File: config.mk
export PLATFORM = sky130hd
export DESIGN_NAME = psu_fifo
export DESIGN_NICKNAME = d
export VERILOG_FILES = /design/src/rtl/png_scanline_unfilter_assert.svh /design/src/rtl/psu_pkg.sv /design/src/rtl/psu_fifo.sv
export SDC_FILE = /design/constraint.sdc
export NUM_CORES = 1
export LEC_CHECK = 0
export ABC_AREA = 1
export BUFFER_PORTS_ARGS = -buffer_cell sky130_fd_sc_hd__buf_2
export CAP_MARGIN = 15
export CORE_MARGIN = 2
export CORE_UTILIZATION = 57
export CTS_CLUSTER_SIZE = 12
export DETAILED_ROUTE_END_ITERATION = 10
export PLACE_DENSITY = 0.79
export SLEW_MARGIN = 10
export SYNTH_ARGS = -nofsm -noshare
export SYNTH_HDL_FRONTEND = slang
export SYNTH_SLANG_ARGS = --single-unit
File: constraint.sdc
create_clock -name clk -period 2.1 [get_ports clk]
set_input_delay 0.21 -clock clk [delete_from_list [all_inputs] [get_ports clk]]
set_output_delay 0.21 -clock clk [all_outputs]
set_load 0.01 [all_outputs]
File: src/rtl/png_scanline_unfilter_assert.svh
// assertion macros for the scanline unfilter block
`ifndef PNG_SCANLINE_UNFILTER_ASSERT_SVH
`define PNG_SCANLINE_UNFILTER_ASSERT_SVH

// same-cycle implication, sampled on clk, off while rst_n is low
`define PSU_ASSERT_NOW(lbl, ante, cons) \
  lbl: assert property (@(posedge clk) disable iff (!rst_n) (ante) |-> (cons)) \
    else $error("psu check failed: same-cycle implication");

// next-cycle implication, sampled on clk, off while rst_n is low
`define PSU_ASSERT_NEXT(lbl, ante, cons) \
  lbl: assert property (@(posedge clk) disable iff (!rst_n) (ante) |=> (cons)) \
    else $error("psu check failed: next-cycle implication");

`endif

File: src/rtl/psu_pkg.sv
// shared types, codes and helper functions of the scanline unfilter
package psu_pkg;

  localparam int COL_W      = 16;
  localparam int ROW_W      = 16;
  localparam int RB_W       = 14;
  localparam int RB_EXT_W   = 17;
  localparam int BPP_W      = 3;
  localparam int MAX_BPP    = 4;
  localparam int SLOT_W     = 2;
  localparam int CFG_IDX_W  = 2;
  localparam int CFG_DATA_W = 16;

  localparam int FIFO_DEPTH = 4;
  localparam int FIFO_PTR_W = 2;
  localparam int FIFO_CNT_W = 3;

  localparam logic [CFG_IDX_W-1:0] REG_ROW_BYTES  = 2'd0;
  localparam logic [CFG_IDX_W-1:0] REG_IMAGE_ROWS = 2'd1;
  localparam logic [CFG_IDX_W-1:0] REG_BPP        = 2'd2;

  localparam logic [2:0] FLT_NONE  = 3'd0;
  localparam logic [2:0] FLT_SUB   = 3'd1;
  localparam logic [2:0] FLT_UP    = 3'd2;
  localparam logic [2:0] FLT_AVG   = 3'd3;
  localparam logic [2:0] FLT_PAETH = 3'd4;
  localparam logic [7:0] FLT_LAST_CODE = 8'd4;

  // one classified byte on its way from the front end to the back end
  typedef struct packed {
    logic              is_err;
    logic [2:0]        filter;
    logic [7:0]        raw;
    logic [COL_W-1:0]  col;
    logic [SLOT_W-1:0] slot;
    logic              left_ok;
    logic              row_nz;
    logic              row_end;
    logic              image_end;
  } item_t;

  typedef struct packed {
    logic push;
    logic err;
  } front_stat_t;

  typedef struct packed {
    logic full;
    logic empty;
  } fifo_stat_t;

  // residue mod 3 of a 16-bit value: base-4 digits each weigh 1 mod 3
  function automatic logic [1:0] mod3(input logic [15:0] v);
    logic [4:0] s;
    logic [2:0] t;
    int i;
    s = '0;
    for (i = 0; i < 8; i++) begin
      s = s + 5'(v[2*i +: 2]);
    end
    t = 3'(s[1:0]) + 3'(s[3:2]) + 3'(s[4]);
    if (t >= 3'd6) begin
      t = t - 3'd6;
    end else if (t >= 3'd3) begin
      t = t - 3'd3;
    end
    return t[1:0];
  endfunction

  function automatic logic [9:0] abs10(input logic signed [9:0] v);
    return v[9] ? 10'(-v) : 10'(v);
  endfunction

  function automatic logic [7:0] paeth(input logic [7:0] a, input logic [7:0] b,
                                       input logic [7:0] c);
    logic signed [9:0] sa, sb, sc;
    logic [9:0] da, db, dc;
    sa = signed'({2'b00, a});
    sb = signed'({2'b00, b});
    sc = signed'({2'b00, c});
    da = abs10(sb - sc);
    db = abs10(sa - sc);
    dc = abs10(sa + sb - sc - sc);
    if (da <= db && da <= dc) begin
      return a;
    end else if (db <= dc) begin
      return b;
    end
    return c;
  endfunction

endpackage

File: src/rtl/psu_fifo.sv
// short queue of classified bytes between front and back end
module psu_fifo (
  input  logic                clk,
  input  logic                rst_n,
  input  logic                push,
  input  psu_pkg::item_t      push_item,
  input  logic                pop,
  output psu_pkg::item_t      head,
  output psu_pkg::fifo_stat_t stat
);

  psu_pkg::item_t                   q_r [psu_pkg::FIFO_DEPTH];
  logic [psu_pkg::FIFO_PTR_W-1:0]   wr_ptr_r, rd_ptr_r;
  logic [psu_pkg::FIFO_CNT_W-1:0]   cnt_r;

  always_ff @(posedge clk) begin
    if (push) begin
      q_r[wr_ptr_r] <= push_item;
    end
  end

  always_ff @(posedge clk) begin
    if (!rst_n) begin
      wr_ptr_r <= '0;
      rd_ptr_r <= '0;
      cnt_r    <= '0;
    end else begin
      if (push) begin
        wr_ptr_r <= wr_ptr_r + psu_pkg::FIFO_PTR_W'(1);
      end
      if (pop) begin
        rd_ptr_r <= rd_ptr_r + psu_pkg::FIFO_PTR_W'(1);
      end
      if (push && !pop) begin
        cnt_r <= cnt_r + psu_pkg::FIFO_CNT_W'(1);
      end else if (pop && !push) begin
        cnt_r <= cnt_r - psu_pkg::FIFO_CNT_W'(1);
      end
    end
  end

  assign head       = q_r[rd_ptr_r];
  assign stat.full  = cnt_r == psu_pkg::FIFO_CNT_W'(psu_pkg::FIFO_DEPTH);
  assign stat.empty = cnt_r == '0;

endmodule

==> results of run 1 <==
-- cell type report --
| cell class | instances | area [um^2] |
|---|---|---|
| flip-flops and latches | 145 | 4270 |
| fillers | 596 | 2540 |
| multi-input cells | 204 | 1190 |
| repair buffers | 120 | 842 |
| clock buffers | 17 | 414 |
| clock inverters | 15 | 239 |
| well taps | 133 | 166 |
| inverters | 17 | 73.8 |
-- logic make-up after synthesis --
kind of cell             Yosys count  synth area share [%]
AO/OA/AOI/OAI                    112                  12.8
flip-flops                       145                  74.9
buffers and inverters             38                  4.16
AND/OR/NAND/NOR                   86                  6.66
adder cells (fa/ha/maj)            6                  1.45
-- layer usage --
layer | wire length (um) | GRT usage (%) | share of wire (%) | vias up
li1 | - | - | - | 1671
met1 | 4540 | 26.2 | 39 | 1721
met2 | 5990 | 35.9 | 52 | 183
met3 | 935 | 6.83 | 8.1 | 9
met4 | 107 | 8.20 | 0.92 | 0
met5 | 0 | 0 | 0 | -
-- worst reg2reg max path: stages, from the launching register on --
cell and delay, ps:
sky130_fd_sc_hd__dfxtp_1 330, sky130_fd_sc_hd__inv_1 100, sky130_fd_sc_hd__ha_1 150, sky130_fd_sc_hd__nand2_1 50, sky130_fd_sc_hd__inv_1 120, sky130_fd_sc_hd__buf_4 300
-- registers in the layout, summed over array words and instances, names as in the netlist, named ones only --
signal / cells
wr_ptr_r: 2
cnt_r: 3
rd_ptr_r: 2
q_r: 136
-- power breakdown --
group,switching [W],internal [W]
clock network,0.00112,0.00216
logic,0.000419,0.000272
registers,0.0000431,0.00330
total,0.00158,0.00573
-- synth_stat cells (all sizes together) --
library cell,count,area [um^2]
o21ai,74,370
edfxtp,136,4080
fa,1,20.0
dfxtp,9,180
a21oi,4,20.0
ha,5,62.6
buf,19,158
clkbuf,2,10.0
inv,17,68.8
o22ai,34,338
nand3,1,5.00
nand2,9,33.8
nor3,2,10.0
nor2,73,324
nand4,1,6.26
-- metrics by stage --
step	instances	hold slack (ps)	utilization (%)	cell area (um^2)
6_report	651	66.5	73.9	7190
5_1_grt	651	74.9	73.9	7190
4_1_cts	650	41.5	73.6	7160
3_5_place_dp	582	426	63.1	6140
3_3_place_gp	582	420	63.1	6140
2_1_floorplan	387	309	-	5690
-- final timing paths --
path                       to        start  depth (start not counted)  slack [ps]
setup / recovery     head[27]     register                          4          80
hold / removal    wr_ptr_r[1]         push                          3          70
setup reg to reg   q_r[1][12]  wr_ptr_r[1]                          5         720
hold reg to reg      register  rd_ptr_r[1]                          1         470
-- repair_timing --
action	CTS	global route
endpoints found under the setup margin	2	19
hold buffers	36	0
endpoints found under the hold margin	142	0
resized for setup	1	3
gates cloned	0	1
==> qor_table.md, run 1 <==
| Item | Reported |
|---|---|
| PnR worst setup slack | 80.1 ps |
| First DRT Iteration DRCs | 223 |
| Clock tree from TritonCTS | built |
| Worst voltage drop across the vdd grid | 0.705 mV |
| Data arrival time of the critical path | 1810 ps |
| Shortest clock period the worst path allows after layout | 2020 ps |
| Total Negative Setup Slacks | 0 ps |
| Netlist Area Pre-Place | 5690 um^2 |
| Number of setup buffers added after CTS | 0 |
| Layout Nets | 549 |
| Total power per unit cell area | 1020 nW/um^2 |
| Run status | completed |
| Cell chosen for the clock root | sky130_fd_sc_hd__clkbuf_8 |
| TritonCTS Buffers | 17 |
| Worst max-slew margin expressed relative to the limit | 71.1% |
| Ordered list of cells on the worst path | buf_6, o21ai_0, o22ai_1, buf_2 |
| Via total after detailed routing | 3584 |
| Number of antenna violations at the first check in global routing | 0 |
| Crit-path leading delay family | buffers and inverters |
| Global-route usage over all layers | 21.4% |
| Final worst-path cycle share | 96.2% |
| Highest net fanout along the worst path | 34 |
| Post-route clock skew | 5.21 ps |
| Critical path's slowest cell | sky130_fd_sc_hd__dfxtp_1 |
| Max Slew Vio Count | 0 |
| CTS sink count | 145 |
| Data required time of the critical path | 1890 ps |
| Number of distinct library cell variants in the gate-level netlist after synthesis | 23 |
| Pre-antenna DRT Iters | 5 |
| Syn_area_per_cell | 14.7 um^2 |
| Top library cells by usage in the layout, fill and taps aside | sky130_fd_sc_hd__edfxtp_1 (136), sky130_fd_sc_hd__buf_2 (73), sky130_fd_sc_hd__o21ai_0 (69) |
| # IOs | 74 |
| Total power consumption of the routed design | 0.00731 W |
| Setup repair after global routing missed its margin | yes |
| # Max-Cap Violations | 0 |
| Area growth, synth to finish | 26.4% |
| DP Wirelength | 5920 um |
| Routed wire length | 11600 um |
| Delay of the slowest cell on the worst path | 400 ps |
| Element type at the critical path end | output port |
| Fmax | 0.495 GHz |
| Vertical die dimension | 104 um |
| Most frequent standard cell in the layout excluding fill and tap cells | sky130_fd_sc_hd__edfxtp_1 |
| Crit start category | register |
| Count of endpoints failing hold in the final timing report | 0 |
| Synth Warn # | 0 |
| Max Buffers Root-to-Sink | 2 |
| Number of vias per cell | 5.51 |
| Core Box Area | 9730 um^2 |
| Horiz. Die Dim | 104 um |
| Port-buffer cells | 73 |
| Placement Setup Slack | 578 ps |
| Type of the worst setup path | register to output port |
| Sequential element share of the synthesized area | 74.9% |
| Slew of the pin with the lowest slew margin | 433 ps |
| Layout cells sized above 1 | 30.5% |
| Inserted Diodes | 0 |
| Synth Net Count | 431 |
| Post-DR wirelength/cell | 17.8 um |
| Number of global-route vias before repair | 3546 |
| Mapped Cells | 387 |
| Total grt overflow | 0 |
| Reg clk slew, reported paths | 60 ps |
| First-pass GRT wire length | 17500 um |
| Die footprint | 10800 um^2 |
| Cell row count | 36 |
| Largest net degree at the start of global routing | 69 |
| # H-tree levels | 4 |
| Final weighted congestion in routability-driven placement | 0.723 |
| Leakage power figure | 2.64 nW |
| HP Class | input pin to register |
| Number of failing setup endpoints in the final timing report | 0 |
| Crit path buf inv count | 2 |
| Detail Route Antenna Nets | 0 |
| Starting density of the core | 58.5% |
| Number of flip-flops and latches in the synthesized netlist | 145 |
| DR DRC count | 0 |
| Clock insertion delay at the later pin of the skew report | 520 ps |
Power figures use the tool's default switching activity.
==> inputs of run 2 (changes only) <==
==> constraint.sdc (replaced) <==
create_clock -name clk -period 1.9 [get_ports clk]
set_input_delay 0.19 -clock clk [delete_from_list [all_inputs] [get_ports clk]]
set_output_delay 0.19 -clock clk [all_outputs]
set_load 0.01 [all_outputs]
==> run 2 against run 1 <==
Net effect: the flow now finishes with violations (negative setup slack); register-to-register slack got worse by 300 ps; die area did not move; first-iteration DRC count rose by 30%; clock skew rose by 2.1 ps; combinational power rose by 45%; clock power fell by 5%; critical path type unchanged; largest cell class unchanged; largest power group unchanged.
==> qor_table.md, run 2 (synthesized netlist as in run 1, its figures left out) <==
| Item | Reported | Change |
|---|---|---|
| Run status | finished with violations | was completed |
| Violations in the final reports | negative setup slack |  |
| Cell Count, Final, Fillers Out | 675 | was 651 |
| Layout cells sized above 1 | 40.8% | was 30.5% |
| Core Box Area | 9730 um^2 | unchanged |
| Number of global-route vias before repair | 3706 | was 3546 |
| Port-buffer cells | 73 | unchanged |
| Die footprint | 10800 um^2 | unchanged |
| First DRT Iteration DRCs | 290 | was 223 |
| Final weighted congestion in routability-driven placement | 0.762 | was 0.723 |
| Launching point of the worst reg2reg path | wr_ptr_r[0] | was wr_ptr_r[1] |
| Global-route usage over all layers | 23.5% | was 21.4% |
| CTS sink count | 145 | unchanged |
| Fmax | 0.509 GHz |  |
| Starting density of the core | 58.5% | unchanged |
| Layout Nets | 573 | was 549 |
| Max Slew Vio Count | 0 | unchanged |
| DP Wirelength | 6580 um | was 5920 um |
| Crit start category | register | unchanged |
| Leakage power figure | 2.82 nW | was 2.64 nW |
| Element type at the critical path end | output port | unchanged |
| Fraction of power consumed by combinational cells | 12.8% | was 9.5% |
| Net Sw Frac | 24.2% | was 21.6% |
| Internal Pwr Total | 0.00593 W | was 0.00573 W |
| Max Buffers Root-to-Sink | 2 | unchanged |
| TritonCTS Buffers | 17 | unchanged |
| Data required time of the critical path | 1710 ps | was 1890 ps |
| Share of total power in sequential cells | 47.4% | was 45.7% |
| Reg clk slew, reported paths | 60 ps | about the same |
| Inserted Diodes | 0 | unchanged |
| Cell chosen for the clock root | sky130_fd_sc_hd__clkbuf_8 | unchanged |
| Shortest clock period the worst path allows after layout | 1970 ps |  |
| Highest net fanout along the worst path | 7 | was 34 |
| Cell row count | 36 | unchanged |
| Clock tree from TritonCTS | built | unchanged |
| Clock network fraction of total power | 39.8% | was 44.8% |
| Total grt overflow | 0 | unchanged |
| Number of failing setup endpoints in the final timing report | 3 | was 0 |
| Pre-antenna DRT Iters | 5 | unchanged |
| Utilization after layout | 78.8% | was 73.9% |
| Number of cells in the design after placement | 587 | was 582 |
| Number of antenna violations at the first check in global routing | 0 | unchanged |
| Data arrival time of the critical path | 1780 ps | was 1810 ps |
| # Max-Cap Violations | 0 | unchanged |
| Type of the worst setup path | register to output port | unchanged |
| Area growth, synth to finish | 34.8% | was 26.4% |
| Slew of the pin with the lowest slew margin | 416 ps | was 433 ps |
| Horiz. Die Dim | 104 um | unchanged |
| Via total after detailed routing | 3853 | was 3584 |
| Count of endpoints failing hold in the final timing report | 0 | unchanged |
| PnR worst setup slack | -66.2 ps | was 80.1 ps |
| Capturing instance or port of the critical path | head[20] | was head[27] |
| DR DRC count | 0 | unchanged |
| Post-route clock skew | 7.32 ps | was 5.21 ps |
| Top library cells by usage in the layout, fill and taps aside | sky130_fd_sc_hd__edfxtp_1 (136), sky130_fd_sc_hd__buf_2 (73), sky130_fd_sc_hd__nor2_1 (44) | was sky130_fd_sc_hd__edfxtp_1 (136), sky130_fd_sc_hd__buf_2 (73), sky130_fd_sc_hd__o21ai_0 (69) |
| Max reg flops | 136 | unchanged |
| Endpoint of the lowest-slack register-to-register path | q_r[3][0] | was q_r[1][12] |
| Largest net degree at the start of global routing | 35 | was 69 |
| First-pass GRT wire length | 19000 um | was 17500 um |
| Worst voltage drop across the vdd grid | 0.834 mV | was 0.705 mV |
| Post-DR wirelength/cell | 21.3 um | was 17.8 um |
| Detail Route Antenna Nets | 0 | unchanged |
| Most frequent standard cell in the layout excluding fill and tap cells | sky130_fd_sc_hd__edfxtp_1 | unchanged |
| # H-tree levels | 4 | unchanged |
| Total power per unit cell area | 1020 nW/um^2 | about the same |
| Clock insertion delay at the later pin of the skew report | 540 ps | was 520 ps |
| Routed wire length | 14400 um | was 11600 um |
| Final worst-path cycle share | 103% |  |
| Count of cells along the worst register-to-register path | 4 | was 5 |
| Number of vias per cell | 5.71 | was 5.51 |
| Most flop-heavy register | q_r | unchanged |
| Total power consumption of the routed design | 0.00783 W | was 0.00731 W |
| Switching power | 0.00189 W | was 0.00158 W |
| HP Class | input pin to register | unchanged |
| Vertical die dimension | 104 um | unchanged |
| Top Registers | q_r: 136 flops, cnt_r: 3 flops | unchanged |
| Setup repair after global routing missed its margin | yes | unchanged |
| Worst setup slack for register-to-register paths | 420 ps | was 720 ps |
| # IOs | 74 | unchanged |
| Worst max-slew margin expressed relative to the limit | 72.3% | was 71.1% |
[run 2: routing by layer]
layer  wire length [um]  global-route usage, %
met4                309                   7.14
met3               1110                   7.77
met2               7280                   40.5
met5                  0                      0
met1               5670                   28.4
[run 2: worst min-delay path by stage]
stage	from	cells past startpoint	endpoint	slack, ps
floorplan	push_item[0]	0	q_r[0][0]	290
global placement	push_item[3]	1	q_r[3][3]	400
detailed placement	push_item[23]	1	q_r[1][23]	410
CTS	push	3	wr_ptr_r[1]	6
global route	push	3	wr_ptr_r[0]	30
finish	push	3	wr_ptr_r[0]	40
[run 2: per-stage QoR]
stage / TNS (ps) / hold WS, ps / instance area (um^2) / setup WS, ps
after CTS: -43.3 / 6.03 / 7150 / -26.1
after global placement: 0 / 400 / 6190 / 505
after detailed placement: 0 / 405 / 6190 / 458
final: -77.6 / 45.0 / 7670 / -66.2
after global routing: -1210 / 34.3 / 7670 / -123
after floorplan: 0 / 289 / 5690 / 251
[run 2: what timing repair did]
action / 4_1_cts / 5_1_grt
setup endpoints to repair: 26 / 33
pin swaps: 0 / 19
hold buffers: 36 / 0
endpoints found under the hold margin: 144 / 0
gates resized for setup: 9 / 112
gates cloned: 2 / 9
buffers inserted: 1 / 8
[run 2: cell type report]
class / count / area [um^2]
Clock inverter: 11 / 114
Multi-Input combinational cell: 204 / 1390
Inverter: 17 / 83.8
Timing Repair inverter: 1 / 11.3
Clock buffer: 21 / 429
Sequential cell: 145 / 4270
Fill cell: 543 / 2060
Tap cell: 133 / 166
Timing Repair Buffer: 143 / 1200
[run 2: worst max-delay path, stage by stage (launching register included)]
cell	delay, ps
sky130_fd_sc_hd__dfxtp_4	470
sky130_fd_sc_hd__buf_12	150
sky130_fd_sc_hd__buf_12	120
sky130_fd_sc_hd__o21ai_2	80
sky130_fd_sc_hd__o22ai_2	240
sky130_fd_sc_hd__buf_2	180
[run 2: power by group through the flow]
stage	sequential, W	clock (W)	combinational (W)
after global placement	0.00375	0	0.000684
after detailed placement	0.00375	0	0.000708
after CTS	0.00369	0.00310	0.000797
after floorplan	0.00374	0	0.000440
after global routing	0.00372	0.00327	0.00107
final	0.00371	0.00312	0.00100
