`src/rtl/png_scanline_unfilter_assert.svh`:
```
// assertion macros for the scanline unfilter block
`ifndef PNG_SCANLINE_UNFILTER_ASSERT_SVH
`define PNG_SCANLINE_UNFILTER_ASSERT_SVH

// same-cycle implication, sampled on clk, off while rst_n is low
`define PSU_ASSERT_NOW(lbl, ante, cons) \
  lbl: assert property (@(posedge clk) disable iff (!rst_n) (ante) |-> (cons)) \
    else $error("psu check failed: same-cycle implication");

// next-cycle implication, sampled on clk, off while rst_n is low
`define PSU_ASSERT_NEXT(lbl, ante, cons) \
  lbl: assert property (@(posedge clk) disable iff (!rst_n) (ante) |=> (cons)) \
    else $error("psu check failed: next-cycle implication");

`endif

```
`src/rtl/psu_pkg.sv`:
```
// shared types, codes and helper functions of the scanline unfilter
package psu_pkg;

  localparam int COL_W      = 16;
  localparam int ROW_W      = 16;
  localparam int RB_W       = 14;
  localparam int RB_EXT_W   = 17;
  localparam int BPP_W      = 3;
  localparam int MAX_BPP    = 4;
  localparam int SLOT_W     = 2;
  localparam int CFG_IDX_W  = 2;
  localparam int CFG_DATA_W = 16;

  localparam int FIFO_DEPTH = 4;
  localparam int FIFO_PTR_W = 2;
  localparam int FIFO_CNT_W = 3;

  localparam logic [CFG_IDX_W-1:0] REG_ROW_BYTES  = 2'd0;
  localparam logic [CFG_IDX_W-1:0] REG_IMAGE_ROWS = 2'd1;
  localparam logic [CFG_IDX_W-1:0] REG_BPP        = 2'd2;

  localparam logic [2:0] FLT_NONE  = 3'd0;
  localparam logic [2:0] FLT_SUB   = 3'd1;
  localparam logic [2:0] FLT_UP    = 3'd2;
  localparam logic [2:0] FLT_AVG   = 3'd3;
  localparam logic [2:0] FLT_PAETH = 3'd4;
  localparam logic [7:0] FLT_LAST_CODE = 8'd4;

  // one classified byte on its way from the front end to the back end
  typedef struct packed {
    logic              is_err;
    logic [2:0]        filter;
    logic [7:0]        raw;
    logic [COL_W-1:0]  col;
    logic [SLOT_W-1:0] slot;
    logic              left_ok;
    logic              row_nz;
    logic              row_end;
    logic              image_end;
  } item_t;

  typedef struct packed {
    logic push;
    logic err;
  } front_stat_t;

  typedef struct packed {
    logic full;
    logic empty;
  } fifo_stat_t;

  // residue mod 3 of a 16-bit value: base-4 digits each weigh 1 mod 3
  function automatic logic [1:0] mod3(input logic [15:0] v);
    logic [4:0] s;
    logic [2:0] t;
    int i;
    s = '0;
    for (i = 0; i < 8; i++) begin
      s = s + 5'(v[2*i +: 2]);
    end
    t = 3'(s[1:0]) + 3'(s[3:2]) + 3'(s[4]);
    if (t >= 3'd6) begin
      t = t - 3'd6;
    end else if (t >= 3'd3) begin
      t = t - 3'd3;
    end
    return t[1:0];
  endfunction

  function automatic logic [9:0] abs10(input logic signed [9:0] v);
    return v[9] ? 10'(-v) : 10'(v);
  endfunction

  function automatic logic [7:0] paeth(input logic [7:0] a, input logic [7:0] b,
                                       input logic [7:0] c);
    logic signed [9:0] sa, sb, sc;
    logic [9:0] da, db, dc;
    sa = signed'({2'b00, a});
    sb = signed'({2'b00, b});
    sc = signed'({2'b00, c});
    da = abs10(sb - sc);
    db = abs10(sa - sc);
    dc = abs10(sa + sb - sc - sc);
    if (da <= db && da <= dc) begin
      return a;
    end else if (db <= dc) begin
      return b;
    end
    return c;
  endfunction

endpackage

```
`src/rtl/psu_front.sv`:
```
// front end: config registers, row/column tracking and byte classification
module psu_front #(
  parameter int MAX_ROW_BYTES = 8192
) (
  input  logic                               clk,
  input  logic                               rst_n,
  input  logic                               in_valid,
  output logic                               in_stall,
  input  logic [7:0]                         in_raw_byte,
  input  logic                               cfg_valid,
  output logic                               cfg_ready,
  input  logic [psu_pkg::CFG_IDX_W-1:0]      cfg_index,
  input  logic [psu_pkg::CFG_DATA_W-1:0]     cfg_data,
  input  psu_pkg::fifo_stat_t                fifo_stat,
  output psu_pkg::item_t                     push_item,
  output psu_pkg::front_stat_t               stat
);

  localparam int CW = (MAX_ROW_BYTES > 1) ? $clog2(MAX_ROW_BYTES) : 1;
  localparam logic [psu_pkg::RB_EXT_W-1:0] MAX_RB = psu_pkg::RB_EXT_W'(MAX_ROW_BYTES);
  localparam logic [psu_pkg::RB_EXT_W-1:0] ONE_EXT = psu_pkg::RB_EXT_W'(1);

  logic [psu_pkg::RB_W-1:0]  row_bytes_r;
  logic [psu_pkg::ROW_W-1:0] image_rows_r;
  logic [psu_pkg::BPP_W-1:0] bpp_r;

  logic [CW-1:0]             col_r, col_nxt;
  logic [psu_pkg::ROW_W-1:0] row_r, row_nxt;
  logic [2:0]                filt_r, filt_nxt;
  logic                      expect_r, expect_nxt;
  logic                      err_r, err_nxt;

  logic [psu_pkg::RB_EXT_W-1:0] eff_rb, eff_rows, rb_ext, col_ext, col_cl;
  logic [psu_pkg::BPP_W-1:0]    eff_bpp;
  logic [psu_pkg::COL_W-1:0]    col16;
  logic [psu_pkg::SLOT_W-1:0]   slot;
  logic                         row_end, image_end, accept, push;

  assign cfg_ready = 1'b1;

  always_ff @(posedge clk) begin
    if (!rst_n) begin
      row_bytes_r  <= psu_pkg::RB_W'(1);
      image_rows_r <= psu_pkg::ROW_W'(1);
      bpp_r        <= psu_pkg::BPP_W'(1);
    end else if (cfg_valid && cfg_ready) begin
      unique case (cfg_index)
        psu_pkg::REG_ROW_BYTES:  row_bytes_r  <= cfg_data[psu_pkg::RB_W-1:0];
        psu_pkg::REG_IMAGE_ROWS: image_rows_r <= cfg_data[psu_pkg::ROW_W-1:0];
        psu_pkg::REG_BPP:        bpp_r        <= cfg_data[psu_pkg::BPP_W-1:0];
        default: ;
      endcase
    end
  end

  // clamp registers into their legal ranges
  always_comb begin
    rb_ext = psu_pkg::RB_EXT_W'(row_bytes_r);
    if (rb_ext == '0) begin
      eff_rb = ONE_EXT;
    end else if (rb_ext > MAX_RB) begin
      eff_rb = MAX_RB;
    end else begin
      eff_rb = rb_ext;
    end
    eff_rows = (image_rows_r == '0) ? ONE_EXT : psu_pkg::RB_EXT_W'(image_rows_r);
    if (bpp_r == '0) begin
      eff_bpp = psu_pkg::BPP_W'(1);
    end else if (bpp_r > psu_pkg::BPP_W'(psu_pkg::MAX_BPP)) begin
      eff_bpp = psu_pkg::BPP_W'(psu_pkg::MAX_BPP);
    end else begin
      eff_bpp = bpp_r;
    end
  end

  // column clamps when row_bytes shrank mid-row
  always_comb begin
    col_ext   = psu_pkg::RB_EXT_W'(col_r);
    col_cl    = (col_ext >= eff_rb) ? (eff_rb - ONE_EXT) : col_ext;
    col16     = col_cl[psu_pkg::COL_W-1:0];
    row_end   = (col_cl + ONE_EXT) >= eff_rb;
    image_end = row_end && ((psu_pkg::RB_EXT_W'(row_r) + ONE_EXT) >= eff_rows);
    case (eff_bpp)
      3'd1:    slot = '0;
      3'd2:    slot = {1'b0, col16[0]};
      3'd3:    slot = psu_pkg::mod3(col16);
      default: slot = col16[1:0];
    endcase
  end

  assign in_stall = !err_r && fifo_stat.full;
  assign accept   = in_valid && !in_stall;

  always_comb begin
    col_nxt    = col_r;
    row_nxt    = row_r;
    filt_nxt   = filt_r;
    expect_nxt = expect_r;
    err_nxt    = err_r;
    push       = 1'b0;

    push_item.is_err    = 1'b0;
    push_item.filter    = filt_r;
    push_item.raw       = in_raw_byte;
    push_item.col       = col16;
    push_item.slot      = slot;
    push_item.left_ok   = col_cl >= psu_pkg::RB_EXT_W'(eff_bpp);
    push_item.row_nz    = row_r != '0;
    push_item.row_end   = row_end;
    push_item.image_end = image_end;

    if (accept && !err_r) begin
      if (expect_r) begin
        if (in_raw_byte > psu_pkg::FLT_LAST_CODE) begin
          err_nxt             = 1'b1;
          push                = 1'b1;
          push_item.is_err    = 1'b1;
          push_item.row_end   = 1'b0;
          push_item.image_end = 1'b0;
        end else begin
          filt_nxt   = in_raw_byte[2:0];
          expect_nxt = 1'b0;
          col_nxt    = '0;
        end
      end else begin
        push = 1'b1;
        if (row_end) begin
          expect_nxt = 1'b1;
          col_nxt    = '0;
          row_nxt    = image_end ? '0 : (row_r + psu_pkg::ROW_W'(1));
        end else begin
          col_nxt = CW'(col_cl + ONE_EXT);
        end
      end
    end
  end

  always_ff @(posedge clk) begin
    if (!rst_n) begin
      col_r    <= '0;
      row_r    <= '0;
      filt_r   <= psu_pkg::FLT_NONE;
      expect_r <= 1'b1;
      err_r    <= 1'b0;
    end else begin
      col_r    <= col_nxt;
      row_r    <= row_nxt;
      filt_r   <= filt_nxt;
      expect_r <= expect_nxt;
      err_r    <= err_nxt;
    end
  end

  assign stat.push = push;
  assign stat.err  = err_r;

endmodule

```
`config.mk`:
```
export PLATFORM = sky130hd
export DESIGN_NAME = psu_front
export DESIGN_NICKNAME = d
export VERILOG_FILES = /design/src/rtl/png_scanline_unfilter_assert.svh /design/src/rtl/psu_pkg.sv /design/src/rtl/psu_front.sv
export SDC_FILE = /design/constraint.sdc
export NUM_CORES = 1
export LEC_CHECK = 0
export BUFFER_PORTS_ARGS = -buffer_cell sky130_fd_sc_hd__buf_2
export CAP_MARGIN = 10
export CORE_ASPECT_RATIO = 0.7
export CORE_MARGIN = 3
export CORE_UTILIZATION = 54
export CTS_BUF_LIST = sky130_fd_sc_hd__clkbuf_16
export DETAILED_ROUTE_END_ITERATION = 10
export GPL_ROUTABILITY_DRIVEN = 0
export GPL_TIMING_DRIVEN = 0
export PLACE_DENSITY = 0.78
export SLEW_MARGIN = 0
export SYNTH_ARGS = -nofsm -noshare
export SYNTH_HDL_FRONTEND = slang
export SYNTH_SLANG_ARGS = --single-unit
```
`constraint.sdc`:
```
create_clock -name clk -period 8.56 [get_ports clk]
set_input_delay 0.856 -clock clk [delete_from_list [all_inputs] [get_ports clk]]
set_output_delay 0.856 -clock clk [all_outputs]
set_load 0.005 [all_outputs]
```
==> results.sh, run 1 <==
export IMPL_insertion_delay_ns=0.34
export IMPL_cts_tree="yes"
export IMPL_grt_antenna_before_repair=0
export IMPL_drt_first_pass_iters=6
export IMPL_yosys_area_share_xor_xnor_pct=4.508
export IMPL_grt_pass1_wl_um=27950
export IMPL_numCtsBuffers=9
export IMPL_synth_fa_ha_area_share_pct=17.36
export IMPL_grt_usage_pct=29.65
export IMPL_finalPower_w=0.001148
export IMPL_top_usage_layer="met2"
export IMPL_endpoint_kind="primary output"
export IMPL_p_comb_share_pct=40.6
export IMPL_synth_edf_count=0
export IMPL_synthMuxAreaShare_pct=3.347
export IMPL_seq_area_frac_synth_pct=23.92
export IMPL_grt_use_met1_pct=42.55
export IMPL_critical_path_class="flop to primary output"
export IMPL_die_height_um=91.25
export IMPL_synth_distinct_cells=78
export IMPL_min_path_type="flop to flop"
export IMPL_routed_via_density=6.254
export IMPL_grt_pass1_vias=5570
export IMPL_cp_slowest_cell="fa_1"
export IMPL_synth_top_family_by_area="simple AND/OR/NAND/NOR gates"
export IMPL_path_clk_slew_ns=0.05
export IMPL_fin_util_pct=68.50
export IMPL_start_util_pct=56.58
export IMPL_vias=5854
export IMPL_yosys_warnings=0
export IMPL_cts_buffer_depth=2
export IMPL_dieArea_um2=11660
export IMPL_syn2layout_area_growth_pct=21.07
export IMPL_rows=30
export IMPL_cts_sinks=67
export IMPL_rsz0062_at_grt="yes"
export IMPL_drt_iter0_markers=614
export IMPL_cp_data_arrival_time_ns=7.67
export IMPL_io_pins=70
export IMPL_max_stage_delay_ns=0.60
export IMPL_diodes=0
export IMPL_cts_root_buf="clkbuf_16"
export IMPL_intPower_w=0.0007486
export IMPL_grt_max_degree=11
export IMPL_ant_nets=0
export IMPL_syn_inst=702
export IMPL_nNetsFinal=906
export IMPL_outcome="complete, no violations"
export IMPL_fillers=835
export IMPL_port_buffers=64
export IMPL_worstMarginPinSlew_ns=0.7845
export IMPL_grt_overflow_total=0
export IMPL_crit_required_ns=7.70
export IMPL_use_met3_pct=7.172
export IMPL_fin_crit_ns=8.526
export IMPL_maxCapViolCount=0
export IMPL_async_flop_share_pct=0
export IMPL_avgSynthCellArea_um2=7.987
export IMPL_cts_max_level=3
export IMPL_synth_ff_type="dfxtp_1"
export IMPL_p_per_area_nw_per_um2=169.1
export IMPL_seqPwrFrac_pct=28.3
export IMPL_netSwitchingFraction_pct=34.79
export IMPL_power_switching_w=0.0003994
export IMPL_drc=0
export IMPL_crit_path_frequent_cell="fa_1"
export IMPL_drive_gt1_share_pct=23.64
export IMPL_chipWidth_um=127.8
export IMPL_most_common_layout_cells="nand2_1 (104), buf_2 (65), dfxtp_1 (61)"
export IMPL_dp_hpwl_um=12870
export IMPL_startpoint_type="flop"
export IMPL_syn_cell_area_um2=5607
export IMPL_wl_per_cell_um=18.71
export IMPL_drv_slew=0
export IMPL_final_common_cell="nand2_1"
export IMPL_ir_worst_vdd_mv=0.1320
export IMPL_min_period_over_period_pct=99.61
export IMPL_max_slew_margin_pct=47.51
export IMPL_power_leakage_nw=3.018
export IMPL_finalHoldViolCount=0
export IMPL_setup_viol=0
export IMPL_drt_total_wl_um=17510
export IMPL_crit_buf_inv=7
export IMPL_use_met2_pct=44.29
export IMPL_cpLargestDelayFamily="adder cells"
export IMPL_pwr_share_clk_pct=31.1
export IMPL_max_clock_freq_mhz=117.3
export IMPL_synth_simple_area_share_pct=24.64
export IMPL_cp_max_fo=8
export IMPL_core_region_area_um2=9910
export IMPL_fin_skew_ns=0.005556
export IMPL_synth_seq_cells=67
export IMPL_synth_compound_area_share_pct=18.48
cells in the mapped netlist (all sizes together), types with 11 or more instances:
master | n | area (um^2)
nand3 | 18 | 90.09
o21ai | 22 | 110.1
buf | 22 | 151.4
nor4 | 13 | 123.9
nand2 | 105 | 394.1
a21oi | 62 | 317.8
dfxtp | 67 | 1341
inv | 56 | 210.2
nor2 | 38 | 142.6
clkbuf | 17 | 65.06
ha | 57 | 713.2
fa | 13 | 260.3
or3 | 11 | 78.82
xnor2 | 16 | 140.1
xor2 | 12 | 112.6
and3 | 15 | 95.09
mux2i | 13 | 142.6
power groups by stage:
stage / Sequential [W] / Clock [W] / Combinational (W)
after floorplan: 0.000329 / 0 / 0.000252
after global placement: 0.000331 / 0 / 0.000324
after detailed placement: 0.000331 / 0 / 0.000347
after CTS: 0.000325 / 0.000359 / 0.000404
after global routing: 0.000325 / 0.000374 / 0.000508
final: 0.000325 / 0.000357 / 0.000466
final cells by class:
| type | instances | area (um^2) | share of cell area, % |
|---|---|---|---|
| Tap cell | 128 | 160.2 | 2.359 |
| Multi-Input combinational cell | 543 | 4039 | 59.50 |
| Clock inverter | 6 | 50.05 | 0.7373 |
| Timing Repair Buffer | 90 | 515.5 | 7.594 |
| Inverter | 56 | 210.2 | 3.097 |
| Clock buffer | 9 | 225.2 | 3.318 |
| Sequential cell | 67 | 1359 | 20.02 |
| Buffer | 37 | 229.0 | 3.373 |
kinds of logic (layout without fill, tap and decap cells):
family / after synthesis / in the layout
compound gates: 156 / 156
xor+xnor: 28 / 28
fa+ha+maj: 70 / 70
buf+inv: 95 / 198
flops: 67 / 67
mux: 17 / 17
other cells: 2 / 5
simple gates: 267 / 267
registers in the layout, summed over array words and instances, names as in the netlist:
signal        count
bpp_r             3
col_r            13
err_r             1
expect_r          1
filt_r            3
image_rows_r     16
row_bytes_r      14
row_r            16
per-stage QoR:
step	area (um^2)	hold slack [ns]	instances	TNS (ns)	setup WS [ns]
6_report	6788	0.4742	936	0	0.03356
5_1_grt	6788	0.4879	936	-0.2971	-0.2079
4_1_cts	6640	0.4749	929	0	0.0002434
3_5_place_dp	6098	0.4669	897	-2.218	-1.128
3_3_place_gp	6098	0.4574	897	-1.635	-0.8288
2_1_floorplan	5618	0.4428	705	0	0.05668
path summary, 6_finish.rpt:
kind | startpoint | slack [ns] | cells after the start | endpoint
setup / recovery | row_bytes_r[12] | 0.03 | 29 | push_item[5]
setup reg to reg | row_bytes_r[12] | 2.04 | 28 | row_r[10]
hold / removal | image_rows_r[15] | 0.47 | 2 | image_rows_r[15]
hold reg to reg | image_rows_r[15] | 0.47 | 2 | image_rows_r[15]
metal layers:
| layer | vias to the layer above | part of all wire, % | routed length (um) |
|---|---|---|---|
| met4 | 0 | 2.1 | 359 |
| met5 | - | 0 | 0 |
| met2 | 335 | 44 | 7665 |
| met1 | 2792 | 44 | 7668 |
| li1 | 2679 | - | - |
| met3 | 48 | 10 | 1816 |
worst register-to-register path: cells and delay by family, from the launching register on:
kind	cells	cell delay, ns
AOI/OAI and AO/OA	10	2.07
xor gates and xnor gates	1	0.25
adders and majority gates	3	0.77
buffers and inverters	4	0.87
DFF	1	0.36
and+or+nand+nor	10	2.06
what timing repair did:
item                                    in CTS  in global routing
hold buffers                                 0                  0
resized for setup                           40                 25
pin swaps                                   19                 19
setup buffers                               18                  8
endpoints found under the setup margin       2                  2
Note: power is estimated with default switching activity, not from simulation.
==> inputs of run 2 (changes only) <==
--- a/config.mk
+++ b/config.mk
@@ -9,7 +9,7 @@
 export CAP_MARGIN = 10
 export CORE_ASPECT_RATIO = 0.7
 export CORE_MARGIN = 3
-export CORE_UTILIZATION = 54
+export CORE_UTILIZATION = 60
 export CTS_BUF_LIST = sky130_fd_sc_hd__clkbuf_16
 export DETAILED_ROUTE_END_ITERATION = 10
 export GPL_ROUTABILITY_DRIVEN = 0
==> constraint.sdc (replaced) <==
create_clock -name clk -period 8.07 [get_ports clk]
set_input_delay 0.807 -clock clk [delete_from_list [all_inputs] [get_ports clk]]
set_output_delay 0.807 -clock clk [all_outputs]
set_load 0.005 [all_outputs]
==> run 2 against run 1 <==
Against the previous run: the run now ends with setup timing left; sequential cell count unchanged; die area decreased by 9.5%; final cell count decreased by 0.75%; global-route usage increased by 2.8 points; sequential share of layout area about the same; worst setup slack got worse by 0.47 ns; total power increased by 11%; first-iteration DRC count decreased by 1.6%; sequential power increased by 6%; worst hold slack improved by 0.0029 ns; core utilization increased by 9.5 points; via count decreased by 2.1%.
==> results.sh, run 2 (synthesized netlist as in run 1, its figures left out) <==
export IMPL_diodes=0
export IMPL_grt_use_met1_pct=46.84
export IMPL_min_period_over_period_pct=105.4
export IMPL_place_area_um2=6147
export IMPL_grt_usage_pct=32.48
export IMPL_cts_buffer_depth=2
export IMPL_seqPwrFrac_pct=27.1
export IMPL_drc=0
export IMPL_fin_crit_ns=8.507
export IMPL_cp_data_arrival_time_ns=7.70
export IMPL_routed_via_density=6.167
export IMPL_cp_startpoint="row_bytes_r[12]"
export IMPL_rows=28
export IMPL_die_height_um=86.88
export IMPL_fin_skew_ns=0.01040
export IMPL_p_per_area_nw_per_um2=185.9
export IMPL_grt_antenna_before_repair=0
export IMPL_core_region_area_um2=8758
export IMPL_top_regs="image_rows_r (16), row_r (16), row_bytes_r (14)"
export IMPL_finalPower_w=0.001270
export IMPL_max_clock_freq_mhz=117.5
export IMPL_crit_path_frequent_cell="fa_1"
export IMPL_min_path_cells=2
export IMPL_ir_worst_vdd_mv=0.3007
export IMPL_ant_nets=0
export IMPL_pwr_share_clk_pct=34.1
export IMPL_reg2reg_from="row_bytes_r[12]"
export IMPL_worstRegToRegCells=28
export IMPL_p_comb_share_pct=38.9
export IMPL_use_met2_pct=48.77
export IMPL_most_common_layout_cells="nand2_1 (104), buf_2 (65), dfxtp_1 (58)"
export IMPL_grt_pass1_vias=5435
export IMPL_insertion_delay_ns=0.34
export IMPL_rsz0062_at_grt="yes"
export IMPL_drt_iter0_markers=604
export IMPL_cp_max_fo=6
export IMPL_maxCapViolCount=0
export IMPL_wl_per_cell_um=18.08
export IMPL_path_clk_slew_ns=0.06
export IMPL_crit_required_ns=7.26
export IMPL_finalHoldViolCount=0
export IMPL_dieArea_um2=10560
export IMPL_r2r_end="row_r[2]"
export IMPL_min_path_type="flop to flop"
export IMPL_outcome="finished, violations left"
export IMPL_nNetsFinal=906
export IMPL_startpoint_type="flop"
export IMPL_cpLargestDelayFamily="adder cells"
export IMPL_vias=5729
export IMPL_power_switching_w=0.0004288
export IMPL_r2r_setup_slack_ns=1.62
export IMPL_netSwitchingFraction_pct=33.76
export IMPL_chipWidth_um=121.5
export IMPL_setup_viol=2
export IMPL_numCtsBuffers=9
export IMPL_worstMarginPinSlew_ns=0.9093
export IMPL_critical_path_class="flop to primary output"
export IMPL_cts_sinks=67
export IMPL_grt_pass1_wl_um=27200
export IMPL_cts_tree="yes"
export IMPL_top_usage_layer="met2"
export IMPL_fillers=621
export IMPL_drive_gt1_share_pct=24.85
export IMPL_syn2layout_area_growth_pct=21.89
export IMPL_endpoint_kind="primary output"
export IMPL_grt_overflow_total=0
export IMPL_min_to="image_rows_r[1]"
export IMPL_hold_ws_ns=0.4771
export IMPL_power_leakage_nw=3.035
export IMPL_crit_buf_inv=9
export IMPL_start_util_pct=64.01
export IMPL_fin_area_um2=6834
export IMPL_max_slew_margin_pct=39.16
export IMPL_grt_max_degree=14
export IMPL_final_common_cell="nand2_1"
export IMPL_drv_slew=0
export IMPL_drt_first_pass_iters=5
export IMPL_min_from="image_rows_r[1]"
export IMPL_dp_hpwl_um=12570
export IMPL_use_met3_pct=8.442
export IMPL_violations="setup timing"
export IMPL_intPower_w=0.0008414
export IMPL_fin_ws_ns=-0.4374
export IMPL_max_stage_delay_ns=0.50
export IMPL_io_pins=70
export IMPL_fin_tns_setup_ns=-0.7976
export IMPL_port_buffers=64
export IMPL_cts_hold_repair_buffers=0
export IMPL_cts_root_buf="clkbuf_16"
export IMPL_drt_total_wl_um=16790
export IMPL_cp_slowest_cell="fa_1"
export IMPL_cts_max_level=3
-- run 2: worst reg2reg max path, delay by kind of cell (launching register included) --
kind | cells | cell delay (ns)
AND/OR/NAND/NOR | 9 | 1.89
buffers and inverters | 5 | 0.86
flip-flops | 1 | 0.36
AO/OA/AOI/OAI | 10 | 2.23
XOR/XNOR | 1 | 0.24
adder cells (fa/ha/maj) | 3 | 0.74
-- run 2: how the worst max path moves through the flow --
stage | endpoint | slack (ns) | depth (start not counted)
finish | push_item[5] | -0.44 | 31
global route | push_item[5] | -0.62 | 29
CTS | push_item[5] | -0.38 | 30
detailed placement | push_item[4] | -0.79 | 32
global placement | push_item[4] | -0.67 | 32
floorplan | push_item[4] | -0.01 | 29
-- run 2: power groups by stage --
stage	logic (W)	registers, W	clock network [W]
finish	0.000494	0.000344	0.000433
global route	0.000537	0.000344	0.000446
CTS	0.000460	0.000344	0.000432
detailed placement	0.000384	0.000352	0
global placement	0.000366	0.000352	0
floorplan	0.000287	0.000350	0
-- run 2: cell type report --
class / instances / area, um^2 / share of cell area [%]
clock buffers: 9 / 225.2 / 3.295
multi-input cells: 543 / 4035 / 59.04
flip-flops and latches: 67 / 1365 / 19.97
well taps: 120 / 150.1 / 2.197
plain buffers: 37 / 234.0 / 3.424
repair buffers: 90 / 515.5 / 7.543
inverters: 56 / 210.2 / 3.076
clock inverters: 7 / 98.84 / 1.446
-- run 2: stage by stage --
stage | worst slack, ns | cells | util, %
after floorplan | -0.01146 | 705 | -
after global placement | -0.6749 | 889 | 70.19
after detailed placement | -0.7880 | 889 | 70.19
after CTS | -0.3839 | 927 | 77.13
after global routing | -0.6183 | 929 | 78.03
final | -0.4374 | 929 | 78.03
-- run 2: timing repair --
| item | CTS | global route |
|---|---|---|
| gates resized for setup | 36 | 17 |
| setup buffers | 23 | 3 |
| endpoints found under the setup margin | 2 | 2 |
| hold endpoints to repair | 0 | 0 |
| pin swaps | 21 | 17 |
-- run 2: metal layers --
layer | vias up | share of wire, %
met5 | - | 0
met4 | 0 | 2.2
met3 | 40 | 11
met2 | 331 | 42
met1 | 2667 | 44
li1 | 2691 | -
